==> src/rtl/nds_pkg.sv <==
// Package of types and constants shared by the nutrient dosing sequencer modules.
`timescale 1ns / 1ps
package nds_pkg;

   localparam int TIME_W = 32;
   localparam int EC_W   = 11;
   localparam int VOL_W  = 12;
   localparam int CONC_W = 16;
   localparam int SPD_W  = 15;
   localparam int DC_W   = 7;
   localparam int VD_W   = VOL_W + DC_W;
   localparam int NUM_W  = 48;
   localparam int DEN_W  = CONC_W + SPD_W;
   localparam int CNT_W  = $clog2(NUM_W);
   localparam int ADDR_W = 5;

   localparam logic [TIME_W-1:0] CALIB_MS  = TIME_W'(60000);
   localparam logic [TIME_W-1:0] GAP_MS    = TIME_W'(500);
   localparam logic [TIME_W-1:0] HOLD_MS   = TIME_W'(600000);
   localparam logic [TIME_W-1:0] WATCH_MS  = TIME_W'(1800000);
   localparam logic [EC_W:0]     RISE_STEP = (EC_W+1)'(7);
   localparam logic [EC_W:0]     BAND_LOW  = (EC_W+1)'(10);
   localparam logic [EC_W:0]     BAND_HIGH = (EC_W+1)'(50);
   localparam logic [DC_W-1:0]   DEFICIT_CAP = DC_W'(100);
   localparam logic [29:0]       DOSE_SCALE  = 30'd600000000;

   localparam logic [TIME_W-1:0] MIX_DELAY_RST  = TIME_W'(1800000);
   localparam logic [TIME_W-1:0] WARN_INTV_RST  = TIME_W'(3600000);
   localparam logic [SPD_W-1:0]  SPEED_RST      = SPD_W'(1000);

   localparam logic [1:0] ACT_EVAL    = 2'd0;
   localparam logic [1:0] ACT_CALIB_A = 2'd1;
   localparam logic [1:0] ACT_CALIB_B = 2'd2;

   localparam logic [2:0] REG_TARGET_EC = 3'd0;
   localparam logic [2:0] REG_VOLUME    = 3'd1;
   localparam logic [2:0] REG_CONC      = 3'd2;
   localparam logic [2:0] REG_SPEED_A   = 3'd3;
   localparam logic [2:0] REG_SPEED_B   = 3'd4;
   localparam logic [2:0] REG_MIX_DELAY = 3'd5;
   localparam logic [2:0] REG_WARN_INTV = 3'd6;
   localparam logic [2:0] REG_DRAIN_EN  = 3'd7;

   typedef struct packed {
      logic [1:0]        action;
      logic [TIME_W-1:0] now_ms;
      logic [EC_W-1:0]   ec;
      logic              reservoir_low;
      logic              draining;
      logic              maintenance;
      logic              drain_pending;
   } req_type;

   typedef struct packed {
      logic pump_a_on;
      logic pump_b_on;
      logic drain_request;
      logic warn_not_rising;
      logic calibrating;
   } rsp_type;

   typedef struct packed {
      logic [EC_W-1:0]   target_ec;
      logic [VOL_W-1:0]  solution_volume;
      logic [CONC_W-1:0] concentration;
      logic [SPD_W-1:0]  speed_a;
      logic [SPD_W-1:0]  speed_b;
      logic [TIME_W-1:0] mix_delay;
      logic [TIME_W-1:0] warn_interval;
      logic              drain_enable;
   } cfg_type;

   typedef struct packed {
      logic capture;
      logic eval;
      logic mul_vd;
      logic mul_num;
      logic sel_b;
      logic div_step;
      logic store_a;
      logic store_b;
      logic check;
      logic emit;
   } cmd_type;

   typedef struct packed {
      logic dose;
      logic div_last;
   } status_type;

endpackage

==> src/rtl/nds_csr.sv <==
// Configuration register bank with its APB-style access port.
`timescale 1ns / 1ps
module nds_csr
   import nds_pkg::*;
(
   input  logic              clock,
   input  logic              reset,
   input  logic              psel,
   input  logic              penable,
   input  logic              pwrite,
   input  logic [ADDR_W-1:0] paddr,
   input  logic [31:0]       pwdata,
   output logic [31:0]       prdata,
   output logic              pready,
   output cfg_type           cfg
);

   cfg_type    cfg_ff, cfg_in;
   logic [2:0] idx;

   assign idx    = paddr[ADDR_W-1:2];
   assign pready = 1'b1;
   assign cfg    = cfg_ff;

   always_comb begin
      cfg_in = cfg_ff;
      if (psel && penable && pwrite) begin
         case (idx)
            REG_TARGET_EC: cfg_in.target_ec       = pwdata[EC_W-1:0];
            REG_VOLUME:    cfg_in.solution_volume = pwdata[VOL_W-1:0];
            REG_CONC:      cfg_in.concentration   = pwdata[CONC_W-1:0];
            REG_SPEED_A:   cfg_in.speed_a         = pwdata[SPD_W-1:0];
            REG_SPEED_B:   cfg_in.speed_b         = pwdata[SPD_W-1:0];
            REG_MIX_DELAY: cfg_in.mix_delay       = pwdata[TIME_W-1:0];
            REG_WARN_INTV: cfg_in.warn_interval   = pwdata[TIME_W-1:0];
            REG_DRAIN_EN:  cfg_in.drain_enable    = pwdata[0];
            default:       cfg_in = cfg_ff;
         endcase
      end
   end

   always_comb begin
      case (idx)
         REG_TARGET_EC: prdata = 32'(cfg_ff.target_ec);
         REG_VOLUME:    prdata = 32'(cfg_ff.solution_volume);
         REG_CONC:      prdata = 32'(cfg_ff.concentration);
         REG_SPEED_A:   prdata = 32'(cfg_ff.speed_a);
         REG_SPEED_B:   prdata = 32'(cfg_ff.speed_b);
         REG_MIX_DELAY: prdata = 32'(cfg_ff.mix_delay);
         REG_WARN_INTV: prdata = 32'(cfg_ff.warn_interval);
         REG_DRAIN_EN:  prdata = 32'(cfg_ff.drain_enable);
         default:       prdata = 32'd0;
      endcase
   end

   always_ff @(posedge clock) begin
      if (reset) begin
         cfg_ff.target_ec       <= '0;
         cfg_ff.solution_volume <= '0;
         cfg_ff.concentration   <= '0;
         cfg_ff.speed_a         <= SPEED_RST;
         cfg_ff.speed_b         <= SPEED_RST;
         cfg_ff.mix_delay       <= MIX_DELAY_RST;
         cfg_ff.warn_interval   <= WARN_INTV_RST;
         cfg_ff.drain_enable    <= 1'b0;
      end else begin
         cfg_ff <= cfg_in;
      end
   end

endmodule

==> src/rtl/nds_datapath.sv <==
// Datapath: sequencer state, decision chain, dose multipliers and shared divider.
`timescale 1ns / 1ps
module nds_datapath
   import nds_pkg::*;
(
   input  logic       clock,
   input  logic       reset,
   input  cfg_type    cfg,
   input  req_type    req_data,
   input  cmd_type    cmd,
   output status_type status,
   output rsp_type    rsp_data
);

   req_type           item_ff;
   rsp_type           rsp_ff;
   logic              calib_ff, calib_in, a_ff, a_in, b_ff, b_in;
   logic              want_a_ff, want_a_in, want_b_ff, want_b_in;
   logic              dosed_ff, dosed_in, drain_ff, drain_in, warn_ff, warn_in;
   logic [TIME_W-1:0] run_start_ff, run_start_in, gap_start_ff, gap_start_in;
   logic [TIME_W-1:0] dur_a_ff, dur_b_ff, last_dose_ff, last_dose_in;
   logic [TIME_W-1:0] last_good_ff, last_good_in, last_warn_ff, last_warn_in;
   logic [EC_W-1:0]   ec_before_ff, ec_before_in;
   logic [DC_W-1:0]   dc_ff;
   logic [VD_W-1:0]   vd_ff;
   logic [NUM_W-1:0]  num_ff;
   logic [DEN_W-1:0]  den_ff;
   logic [DEN_W-1:0]  rem_ff;
   logic [CNT_W-1:0]  cnt_ff;

   logic [TIME_W-1:0] now, since_run, since_gap, since_dose, since_good, since_warn;
   logic [EC_W:0]     ec_x, tgt_x;
   logic              invalid, inhibit, good, low_hit, drain_hit, dose_hit;
   logic [EC_W-1:0]   diff;
   logic [DC_W-1:0]   dc_new;
   logic [DEN_W:0]    trial;
   logic              fits;
   logic [TIME_W-1:0] quo_sat;

   assign now        = item_ff.now_ms;
   assign since_run  = now - run_start_ff;
   assign since_gap  = now - gap_start_ff;
   assign since_dose = now - last_dose_ff;
   assign since_good = now - last_good_ff;
   assign since_warn = now - last_warn_ff;
   assign ec_x       = {1'b0, item_ff.ec};
   assign tgt_x      = {1'b0, cfg.target_ec};
   assign invalid    = (item_ff.ec == '0) || (cfg.target_ec == '0) ||
                       (cfg.solution_volume == '0) || (cfg.concentration == '0);
   assign inhibit    = item_ff.reservoir_low | item_ff.draining |
                       item_ff.maintenance | item_ff.drain_pending;
   assign good       = (ec_x + BAND_LOW > tgt_x) && (ec_x < tgt_x + BAND_HIGH);
   assign low_hit    = (item_ff.ec < cfg.target_ec) && (since_good > HOLD_MS) &&
                       (since_dose > cfg.mix_delay);
   assign drain_hit  = cfg.drain_enable && (item_ff.ec > cfg.target_ec) &&
                       (since_good > HOLD_MS);
   assign diff       = cfg.target_ec - item_ff.ec;
   assign dc_new     = (diff > EC_W'(DEFICIT_CAP)) ? DEFICIT_CAP : diff[DC_W-1:0];

   // Priority chain of an evaluation; only one branch may take effect.
   always_comb begin
      calib_in     = calib_ff;
      a_in         = a_ff;
      b_in         = b_ff;
      want_a_in    = want_a_ff;
      want_b_in    = want_b_ff;
      dosed_in     = dosed_ff;
      run_start_in = run_start_ff;
      gap_start_in = gap_start_ff;
      last_dose_in = last_dose_ff;
      last_good_in = last_good_ff;
      last_warn_in = last_warn_ff;
      ec_before_in = ec_before_ff;
      drain_in     = drain_ff;
      warn_in      = warn_ff;
      dose_hit     = 1'b0;
      if (cmd.capture) begin
         drain_in = 1'b0;
         warn_in  = 1'b0;
      end
      if (cmd.eval) begin
         if (item_ff.action == ACT_CALIB_A || item_ff.action == ACT_CALIB_B) begin
            if (!a_ff && !b_ff) begin
               if (item_ff.action == ACT_CALIB_A) a_in = 1'b1;
               else b_in = 1'b1;
               run_start_in = now;
               calib_in     = 1'b1;
            end
         end else if (item_ff.action == ACT_EVAL) begin
            if (calib_ff) begin
               if (since_run > CALIB_MS) begin
                  if (a_ff) a_in = 1'b0;
                  else b_in = 1'b0;
                  calib_in = 1'b0;
               end
            end else if (invalid) begin
               calib_in = calib_ff;
            end else if (inhibit) begin
               a_in         = 1'b0;
               b_in         = 1'b0;
               last_good_in = now;
            end else if (want_b_ff) begin
               b_in         = 1'b1;
               want_b_in    = 1'b0;
               run_start_in = now;
            end else if (b_ff && since_run > dur_b_ff) begin
               b_in         = 1'b0;
               gap_start_in = now;
            end else if (want_a_ff && !b_ff && since_gap > GAP_MS) begin
               a_in         = 1'b1;
               want_a_in    = 1'b0;
               run_start_in = now;
            end else if (a_ff && since_run > dur_a_ff) begin
               a_in         = 1'b0;
               last_dose_in = now;
            end else if (good) begin
               last_good_in = now;
            end else if (low_hit) begin
               dose_hit     = 1'b1;
               want_a_in    = 1'b1;
               want_b_in    = 1'b1;
               last_dose_in = now;
               ec_before_in = item_ff.ec;
               dosed_in     = 1'b1;
            end else if (drain_hit) begin
               drain_in = 1'b1;
            end
         end
      end
      if (cmd.check && item_ff.action == ACT_EVAL && dosed_ff && item_ff.ec != '0) begin
         if (since_dose < WATCH_MS && ec_x > {1'b0, ec_before_ff} + RISE_STEP) begin
            ec_before_in = '0;
         end else if (ec_before_ff != '0 && since_warn > cfg.warn_interval) begin
            warn_in      = 1'b1;
            last_warn_in = now;
         end
      end
   end

   // One restoring division step: the dividend shifts out at the top while
   // quotient bits enter at the bottom of the same register.
   assign trial   = {rem_ff, num_ff[NUM_W-1]};
   assign fits    = trial >= {1'b0, den_ff};
   assign quo_sat = (num_ff[NUM_W-1:TIME_W] != '0) ? '1 : num_ff[TIME_W-1:0];

   assign status.dose     = dose_hit;
   assign status.div_last = (cnt_ff == CNT_W'(NUM_W - 1));
   assign rsp_data        = rsp_ff;

   always_ff @(posedge clock) begin
      if (reset) begin
         calib_ff     <= 1'b0;
         a_ff         <= 1'b0;
         b_ff         <= 1'b0;
         want_a_ff    <= 1'b0;
         want_b_ff    <= 1'b0;
         dosed_ff     <= 1'b0;
         drain_ff     <= 1'b0;
         warn_ff      <= 1'b0;
         run_start_ff <= '0;
         gap_start_ff <= '0;
         dur_a_ff     <= '0;
         dur_b_ff     <= '0;
         last_good_ff <= '0;
         ec_before_ff <= '0;
         last_dose_ff <= TIME_W'(0) - MIX_DELAY_RST;
         last_warn_ff <= TIME_W'(0) - WARN_INTV_RST;
      end else begin
         calib_ff     <= calib_in;
         a_ff         <= a_in;
         b_ff         <= b_in;
         want_a_ff    <= want_a_in;
         want_b_ff    <= want_b_in;
         dosed_ff     <= dosed_in;
         drain_ff     <= drain_in;
         warn_ff      <= warn_in;
         run_start_ff <= run_start_in;
         gap_start_ff <= gap_start_in;
         last_dose_ff <= last_dose_in;
         last_good_ff <= last_good_in;
         last_warn_ff <= last_warn_in;
         ec_before_ff <= ec_before_in;
         if (cmd.store_a) dur_a_ff <= quo_sat;
         if (cmd.store_b) dur_b_ff <= quo_sat;
      end
   end

   always_ff @(posedge clock) begin
      if (cmd.capture) item_ff <= req_data;
      if (dose_hit) dc_ff <= dc_new;
      if (cmd.mul_vd) vd_ff <= VD_W'(cfg.solution_volume) * VD_W'(dc_ff);
      if (cmd.mul_num) begin
         num_ff <= NUM_W'(vd_ff) * NUM_W'(DOSE_SCALE);
         den_ff <= DEN_W'(cfg.concentration) *
                   DEN_W'(cmd.sel_b ? cfg.speed_b : cfg.speed_a);
         rem_ff <= '0;
         cnt_ff <= '0;
      end else if (cmd.div_step) begin
         num_ff <= {num_ff[NUM_W-2:0], fits};
         rem_ff <= fits ? DEN_W'(trial - {1'b0, den_ff}) : trial[DEN_W-1:0];
         cnt_ff <= cnt_ff + CNT_W'(1);
      end
      if (cmd.emit) begin
         rsp_ff.pump_a_on       <= a_ff;
         rsp_ff.pump_b_on       <= b_ff;
         rsp_ff.drain_request   <= drain_ff;
         rsp_ff.warn_not_rising <= warn_ff;
         rsp_ff.calibrating     <= calib_ff;
      end
   end

endmodule

==> src/rtl/nds_ctrl.sv <==
// Controller state machine: sequences evaluation, dose sizing and result hand-off.
`timescale 1ns / 1ps
module nds_ctrl
   import nds_pkg::*;
(
   input  logic       clock,
   input  logic       reset,
   input  logic       req_valid,
   output logic       req_ready,
   output logic       rsp_valid,
   input  logic       rsp_ready,
   input  status_type status,
   output cmd_type    cmd
);

   localparam logic [3:0] S_IDLE  = 4'd0;
   localparam logic [3:0] S_EVAL  = 4'd1;
   localparam logic [3:0] S_MULVD = 4'd2;
   localparam logic [3:0] S_MULA  = 4'd3;
   localparam logic [3:0] S_DIVA  = 4'd4;
   localparam logic [3:0] S_MULB  = 4'd5;
   localparam logic [3:0] S_DIVB  = 4'd6;
   localparam logic [3:0] S_CHECK = 4'd7;
   localparam logic [3:0] S_OUT   = 4'd8;

   logic [3:0] state_ff, state_in;
   logic       rsp_valid_ff, rsp_valid_in;
   logic       out_free;

   assign req_ready = (state_ff == S_IDLE);
   assign rsp_valid = rsp_valid_ff;
   assign out_free  = !rsp_valid_ff || rsp_ready;

   always_comb begin
      cmd          = '0;
      state_in     = state_ff;
      rsp_valid_in = rsp_valid_ff && !rsp_ready;
      case (state_ff)
         S_IDLE: begin
            if (req_valid) begin
               cmd.capture = 1'b1;
               state_in    = S_EVAL;
            end
         end
         S_EVAL: begin
            cmd.eval = 1'b1;
            state_in = status.dose ? S_MULVD : S_CHECK;
         end
         S_MULVD: begin
            cmd.mul_vd = 1'b1;
            state_in   = S_MULA;
         end
         S_MULA: begin
            cmd.mul_num = 1'b1;
            state_in    = S_DIVA;
         end
         S_DIVA: begin
            cmd.div_step = 1'b1;
            if (status.div_last) state_in = S_MULB;
         end
         S_MULB: begin
            cmd.store_a = 1'b1;
            cmd.mul_num = 1'b1;
            cmd.sel_b   = 1'b1;
            state_in    = S_DIVB;
         end
         S_DIVB: begin
            cmd.div_step = 1'b1;
            if (status.div_last) state_in = S_CHECK;
         end
         S_CHECK: begin
            cmd.store_b = 1'b1;
            cmd.check   = 1'b1;
            state_in    = S_OUT;
         end
         S_OUT: begin
            if (out_free) begin
               cmd.emit     = 1'b1;
               rsp_valid_in = 1'b1;
               state_in     = S_IDLE;
            end
         end
         default: state_in = S_IDLE;
      endcase
   end

   always_ff @(posedge clock) begin
      if (reset) begin
         state_ff     <= S_IDLE;
         rsp_valid_ff <= 1'b0;
      end else begin
         state_ff     <= state_in;
         rsp_valid_ff <= rsp_valid_in;
      end
   end

endmodule

==> src/rtl/nutrient_dosing_sequencer.sv <==
// Top level of the nutrient dosing sequencer: register bank, controller and datapath.
`timescale 1ns / 1ps
// The sequencer takes one item at a time and returns exactly one result item for each. An
// item that does not size a dose goes through capture, evaluation, the not-rising check and
// the load of the output register, which waits until the previous result is taken. An item
// that sizes a dose also has both pump run times sized by one shared restoring divider that
// resolves one quotient bit per cycle over a 48-bit dividend, pump A first and then pump B,
// each after its numerator multiplication, with a volume-deficit product formed for pump A.
// The output register parts the two sides, so a new item is accepted while the previous
// result still waits to be taken. Configuration is written through the APB-style port
// at byte address four times the register index; pready is always high and reads return
// the stored value. Registers should be written only while the block is idle.
module nutrient_dosing_sequencer
   import nds_pkg::*;
(
   input  logic              clock,
   input  logic              reset,
   input  logic              req_valid,
   output logic              req_ready,
   input  req_type           req_data,
   output logic              rsp_valid,
   input  logic              rsp_ready,
   output rsp_type           rsp_data,
   input  logic              psel,
   input  logic              penable,
   input  logic              pwrite,
   input  logic [ADDR_W-1:0] paddr,
   input  logic [31:0]       pwdata,
   output logic [31:0]       prdata,
   output logic              pready
);

   cfg_type    cfg;
   cmd_type    cmd;
   status_type status;

   // Register bank; its outputs are stable during items only if the user writes while idle.
   nds_csr u_csr (
      .clock   (clock),
      .reset   (reset),
      .psel    (psel),
      .penable (penable),
      .pwrite  (pwrite),
      .paddr   (paddr),
      .pwdata  (pwdata),
      .prdata  (prdata),
      .pready  (pready),
      .cfg     (cfg)
   );

   // The controller owns both handshakes and issues one command set per cycle.
   nds_ctrl u_ctrl (
      .clock     (clock),
      .reset     (reset),
      .req_valid (req_valid),
      .req_ready (req_ready),
      .rsp_valid (rsp_valid),
      .rsp_ready (rsp_ready),
      .status    (status),
      .cmd       (cmd)
   );

   // The datapath holds every piece of dosing state and the result register.
   nds_datapath u_datapath (
      .clock    (clock),
      .reset    (reset),
      .cfg      (cfg),
      .req_data (req_data),
      .cmd      (cmd),
      .status   (status),
      .rsp_data (rsp_data)
   );

endmodule
==> config.mk <==
export PLATFORM = sky130hd
export DESIGN_NAME = nutrient_dosing_sequencer
export DESIGN_NICKNAME = d
export VERILOG_FILES = /design/src/rtl/nds_pkg.sv /design/src/rtl/nds_csr.sv /design/src/rtl/nds_datapath.sv /design/src/rtl/nds_ctrl.sv /design/src/rtl/nutrient_dosing_sequencer.sv
export SDC_FILE = /design/constraint.sdc
export NUM_CORES = 2
export LEC_CHECK = 0
export BUFFER_PORTS_ARGS = -buffer_cell sky130_fd_sc_hd__clkbuf_2
export CAP_MARGIN = 20
export CORE_UTILIZATION = 65
export CTS_CLUSTER_DIAMETER = 150
export CTS_CLUSTER_SIZE = 25
export DETAILED_ROUTE_END_ITERATION = 7
export PLACE_DENSITY = 0.92
export SETUP_SLACK_MARGIN = 0.3
export SYNTH_ARGS = -nofsm -noshare
export SYNTH_HDL_FRONTEND = slang
export SYNTH_SLANG_ARGS = --single-unit
==> constraint.sdc <==
create_clock -name clock -period 18.5 [get_ports clock]
set_input_delay 4.625 -clock clock [delete_from_list [all_inputs] [get_ports clock]]
set_output_delay 4.625 -clock clock [all_outputs]
set_load 0.005 [all_outputs]
Word level (Yosys, flattened, before mapping)

Cells that the tools add are included.
Widths: inputs -> output; s select.

Muxes and demuxes: 118
Equality and inequality tests: 41
Multiply operators: 3
Order comparisons: 15
Bitwise operators: 13
Add/subtract/negate cells: 11
Reduce and logical (&&, ||, !) cells: 67

Operators by type and width:

| cell                   | count |
|---|---|
| $mux 32                | 19 |
| $pmux 32 s8            | 1 |
| $sub 32x32->32         | 5 |
| $mux 11                | 14 |
| $gt 32x32->1           | 4 |
| $mux 48                | 2 |
| $mux 1                 | 73 |
| $mul 19x21->39 const B | 1 |
| $pmux 4 s9             | 1 |
| $ge 32x31->1           | 1 |
| $gt 32x16->1 const B   | 1 |
| $gt 32x20->1 const B   | 1 |
| $gt 32x9->1 const B    | 1 |
| $lt 32x21->1 const B   | 1 |
| $mul 16x31->31         | 1 |
| $mux 31                | 1 |
| $sub 31x31->31         | 1 |
| $reduce_and 8->1       | 3 |
| $logic_not 11->1       | 2 |
| $ne 2x2->1 const B     | 11 |
| $reduce_and 11->1      | 2 |
| $reduce_bool 11->1     | 2 |
| $mul 12x7->19          | 1 |
| $logic_and 1x1->1      | 18 |
| 52 further kinds       | 101 |

Word-level logic and storage cells: 313
Register bits: 578

Depth between registers and ports, before layout

Word-level depth: 18
Gate-level depth with buffers: 33
Gate-level depth less buffers: 29

Hierarchy

Synthesis repeated with hierarchy kept, for this count alone.

Cells, all modules: 6304
Area total of the unflattened synthesis: 55629.6 um^2

Modules (own cells, without submodules):

| module       | area an instance (um^2) | cells each | seq. area each (um^2) | times used |
|---|---|---|---|---|
| nds_datapath | 48784.3                 | 5572       | 10289.9               | 1 |
| nds_csr      | 6466.2                  | 689        | 2682.6                | 1 |
| nds_ctrl     | 379.1                   | 43         | 100.1                 | 1 |

Worst setup path after synthesis

No wires, ideal clock.

Path type: input port to output port
From: input port paddr[4]
To: output port prdata[21]
Setup slack: 7859 ps
Stages: 7
Data required time: 13875 ps
Arrival time: 6016 ps
Path through: clkbuf_1 > nor2b_1 > clkbuf_1 > and2_1 > clkbuf_1 > clkbuf_1 > a22o_1

Word-level cells in the longest chain between the ends: 2
Elaborated cells between the ends (all ways): 9
Those cells by class: eq/ne: 7; mux: 1; reduce/logical: 1

Ends and longest elaborated chain:

| item                               | RTL line                        | text |
|---|---|---|
| start, declared                    | nutrient_dosing_sequencer.sv:27 | `input logic [ADDR_W-1:0] paddr,` |
| $eq 3x3->1 (tied with other cells) | nds_csr.sv:43                   | `case (idx)` |
| $pmux 32 s8 (*)                    | nds_csr.sv:43                   |  |
| end, declared                      | nutrient_dosing_sequencer.sv:29 | `output logic [31:0] prdata,` |

Mark *: on every way between the ends. The rest lies on a longest branch, timed or not.

Worst setup path after layout

From: input port paddr[3]
To: output port prdata[17]

The elaborated chain is that of the path after synthesis.

==> results.py <==
metrics = {
    "run_status": {
        "status": "completed",
    },
    "detailed_routing": {
        "via_count": 46900,
        "drt-initial-drc-count": 4370,
        "post-route-drc-count": 0,
        "first_pass_iters": 6,
        "wirelength_um": 150000,
        "viasPerCell": 6.35,
        "wl_per_cell_um": 20.3,
        "antenna_left": 0,
    },
    "clock_tree": {
        "cts.path.max_buffers": 3,
        "clkSinkCount": 578,
        "cts_resized": 0,
        "cts_root_buf": "clkbuf_16",
        "cts_buffers": 27,
        "postCtsHoldBufs": 0,
        "clkTransAtPathRegs_ns": 0.11,
        "insertion_delay_ns": 0.67,
        "htreeDepth": 1,
        "cts_setup_buffers": 0,
        "cts_tree": "done",
    },
    "pwr": {
        "power_mw": 10.3,
        "ir_drop_mv": 0.447,
        "leakage_nw": 25.4,
        "p_per_area_nw_per_um2": 182,
    },
    "sta": {
        "period_minus_slack_ns": 11.67,
        "fmax_mhz": 85.7,
        "finalCritPeriodShare": 0.631,
        "hold_viol": 0,
        "fin_setup_tns_ns": 0,
        "setup_viol_count_final": 0,
        "max_slew_margin": 0.250,
        "setup_slack_ns": 6.83,
        "finClkSkew_ns": 0.0442,
        "rsz0062_at_grt": "no",
        "tightestPinTransition_ns": 1.11,
        "slew_viol_final": 0,
    },
    "synth": {
        "synth_fp_nets": 7476,
        "synthTopCellsByCount": "nand2_1 (810), inv_1 (798), ha_1 (676)",
        "syn-cell-area_um2": 54200,
        "ys_top_cells_by_area": "dfxtp_1 (16%), ha_1 (16%), fa_1 (13%), edfxtp_1 (8.3%), nand2_1 (5.6%)",
        "synth_seq_cells": 578,
        "synthDistinctLibCells": 108,
        "synth_area_per_cell_um2": 8.52,
        "synth_adder_area_share": 0.282,
        "synth_edf_count": 150,
        "ys_seq_area_frac": 0.241,
        "synth_most_common_cell": "nand2_1",
        "post-synth-top-area-cell": "dfxtp_1",
        "yosys_warnings": 0,
        "synthFlopType": "dfxtp_1",
        "syn_inst": 6365,
        "synth_top_family_by_area": "adder cells",
        "synthXorXnorAreaFrac": 0.0399,
        "yosys.area.top_type_share": 0.158,
        "synth-compound-area-share": 0.170,
        "yosys.area_share.simple": 0.163,
        "async_flop_share": 0,
        "synthMuxAreaShare": 0.0287,
    },
    "worst_hold_path": {
        "min_delay_path_depth": 0,
        "hold_path_class": "flip-flop to flip-flop",
    },
    "floorplanning": {
        "core-area_um2": 82400,
        "die_w_um": 291,
        "top_level_ports": 133,
        "start_util": 0.658,
        "die_h_um": 291,
        "rows": 105,
        "die_area_um2": 84600,
    },
    "finish": {
        "drive_above_1_share": 0.0490,
        "nNetsFinal": 7418,
        "n_fill_cell": 6116,
        "areaGrowthSynthToFinish_pct": 4.09,
        "n_antenna_cell": 0,
        "stdcell_count": 7392,
        "multi_input_area_um2": 37100,
        "seq_area_um2": 13100,
    },
    "global_route": {
        "busiest_layer": "met2",
        "grtUsageTotal": 0.349,
        "antenna_found_initial": 2,
        "use_met1": 0.448,
        "grt_pass1_wl_um": 240000,
        "grt_overflow": 0,
        "grt_use_met3": 0.0558,
        "grt_use_met2": 0.583,
        "grt_start_max_net_pins": 99,
        "grt_pass1_vias": 46600,
    },
    "run": {
        "drv_cap": 0,
    },
    "placed_design": {
        "dp_hpwl_um": 116000,
        "dp_slack_ns": 6.89,
        "portBuffers": 129,
        "place_congestion": 0.995,
        "placed_cells": 7347,
    },
    "setup_path": {
        "cp_max_fo": 38,
        "path_buf_inv": 2,
        "worstSetupEndpointType": "primary output",
        "arrival_ns": 7.04,
        "cpPeakStageDelay_ns": 0.74,
        "cp_num_cells": 5,
        "crit_family": "simple AND/OR/NAND/NOR gates",
        "worstPathRequired_ns": 13.88,
        "worstSetupStartpointType": "primary input",
        "r2r_cells": 28,
        "crit_chain": "clkbuf_2 -> nor2b_1 -> and2_1 -> a22o_1 -> clkbuf_2",
        "cpMostUsedCell": "clkbuf_2",
        "crit_slowest_cell": "nor2b_1",
        "worst-setup-path-type": "primary input to primary output",
    },
}
-- worst register-to-register path: cells and delay by family (launching register included) --
family          cells  cell delay (ns)
flops               1             0.53
buf+inv             4             0.90
compound gates      9             1.88
mux                 1             0.66
fa+ha+maj           7             3.50
simple gates        6             0.95
xor+xnor            1             0.15
-- per-stage QoR --
step / util / area, um2 / hold slack, ns
floorplan: - / 54200 / 0.400
global placement: 0.676 / 55700 / 0.409
detailed placement: 0.676 / 55700 / 0.412
CTS: 0.685 / 56400 / 0.436
global route: 0.685 / 56400 / 0.445
finish: 0.685 / 56400 / 0.438
-- kinds of logic (layout without fill, tap and decap cells) --
logic type | after synthesis | after routing
AO/OA/AOI/OAI | 1394 | 1394
multiplexers | 149 | 149
other | 1 | 1
buffers and inverters | 1075 | 1032
flip-flops | 578 | 578
adder cells (fa/ha/maj) | 1018 | 1018
AND/OR/NAND/NOR | 1903 | 1903
XOR/XNOR | 247 | 247
-- layout make-up --
| type | count | area share |
|---|---|---|
| timing repair buffer | 189 | 0.0196 |
| clock buffer | 42 | 0.0130 |
| tap | 1070 | 0.0237 |
| inverter | 799 | 0.0532 |
| clock inverter | 2 | 0.000887 |
| sequential | 578 | 0.232 |
| multi-input combinational | 4712 | 0.658 |
-- registers in the layout (all words and copies together), names as in the netlist, 31 cells and up --
| signal | cells |
|---|---|
| u_datapath.rem_ff | 31 |
| u_datapath.last_dose_ff | 32 |
| u_datapath.dur_a_ff | 32 |
| u_datapath.now | 32 |
| u_datapath.dur_b_ff | 32 |
| u_datapath.den_ff | 31 |
| u_csr.cfg | 134 |
| u_datapath.last_warn_ff | 32 |
| u_datapath.gap_start_ff | 32 |
| u_datapath.last_good_ff | 32 |
| u_datapath.run_start_ff | 32 |
| u_datapath.num_ff | 48 |
-- worst paths after layout --
check                                    startpoint  slack (ns)                     end
worst max-delay path                       paddr[3]        6.83              prdata[17]
worst min-delay path            u_datapath.drain_ff        0.44  u_datapath.rsp_data[2]
worst max register to register   u_ctrl.state_ff[0]        9.72   u_datapath.den_ff[29]
worst min register to register  u_datapath.drain_ff        0.44  u_datapath.rsp_data[2]
-- routing by layer --
layer  vias up  share of wire
met5         -       0.000087
met4         2          0.044
met3       502          0.091
met2      2311           0.47
met1     22400           0.40
li1      21700              -
-- cells in the final DEF (no fill, tap or decap), types with 20 or more instances in the layout --
cell type	count
nand3_1	119
clkbuf_2	128
xor2_1	84
a31oi_1	43
a21oi_1	429
a22o_1	57
o211ai_1	57
fa_1	342
o21ai_0	237
inv_1	797
ha_1	676
nand2_1	810
o21bai_1	33
nand4_1	66
xnor2_1	163
edfxtp_1	150
nor3_1	79
clkbuf_16	27
a31o_1	23
mux2_2	20
o21a_1	55
and2_1	141
a21o_1	146
nor2_1	397
and3_1	46
a211oi_1	96
dfxtp_1	428
nand2b_1	48
buf_4	59
nor2b_1	48
nor4_1	30
mux2i_1	126
-- power by group --
group | switching [mW] | internal [mW]
logic | 4.51 | 3.32
clock network | 0.438 | 0.280
registers | 0.183 | 1.53
No activity file was read; power rests on OpenSTA's default activity.
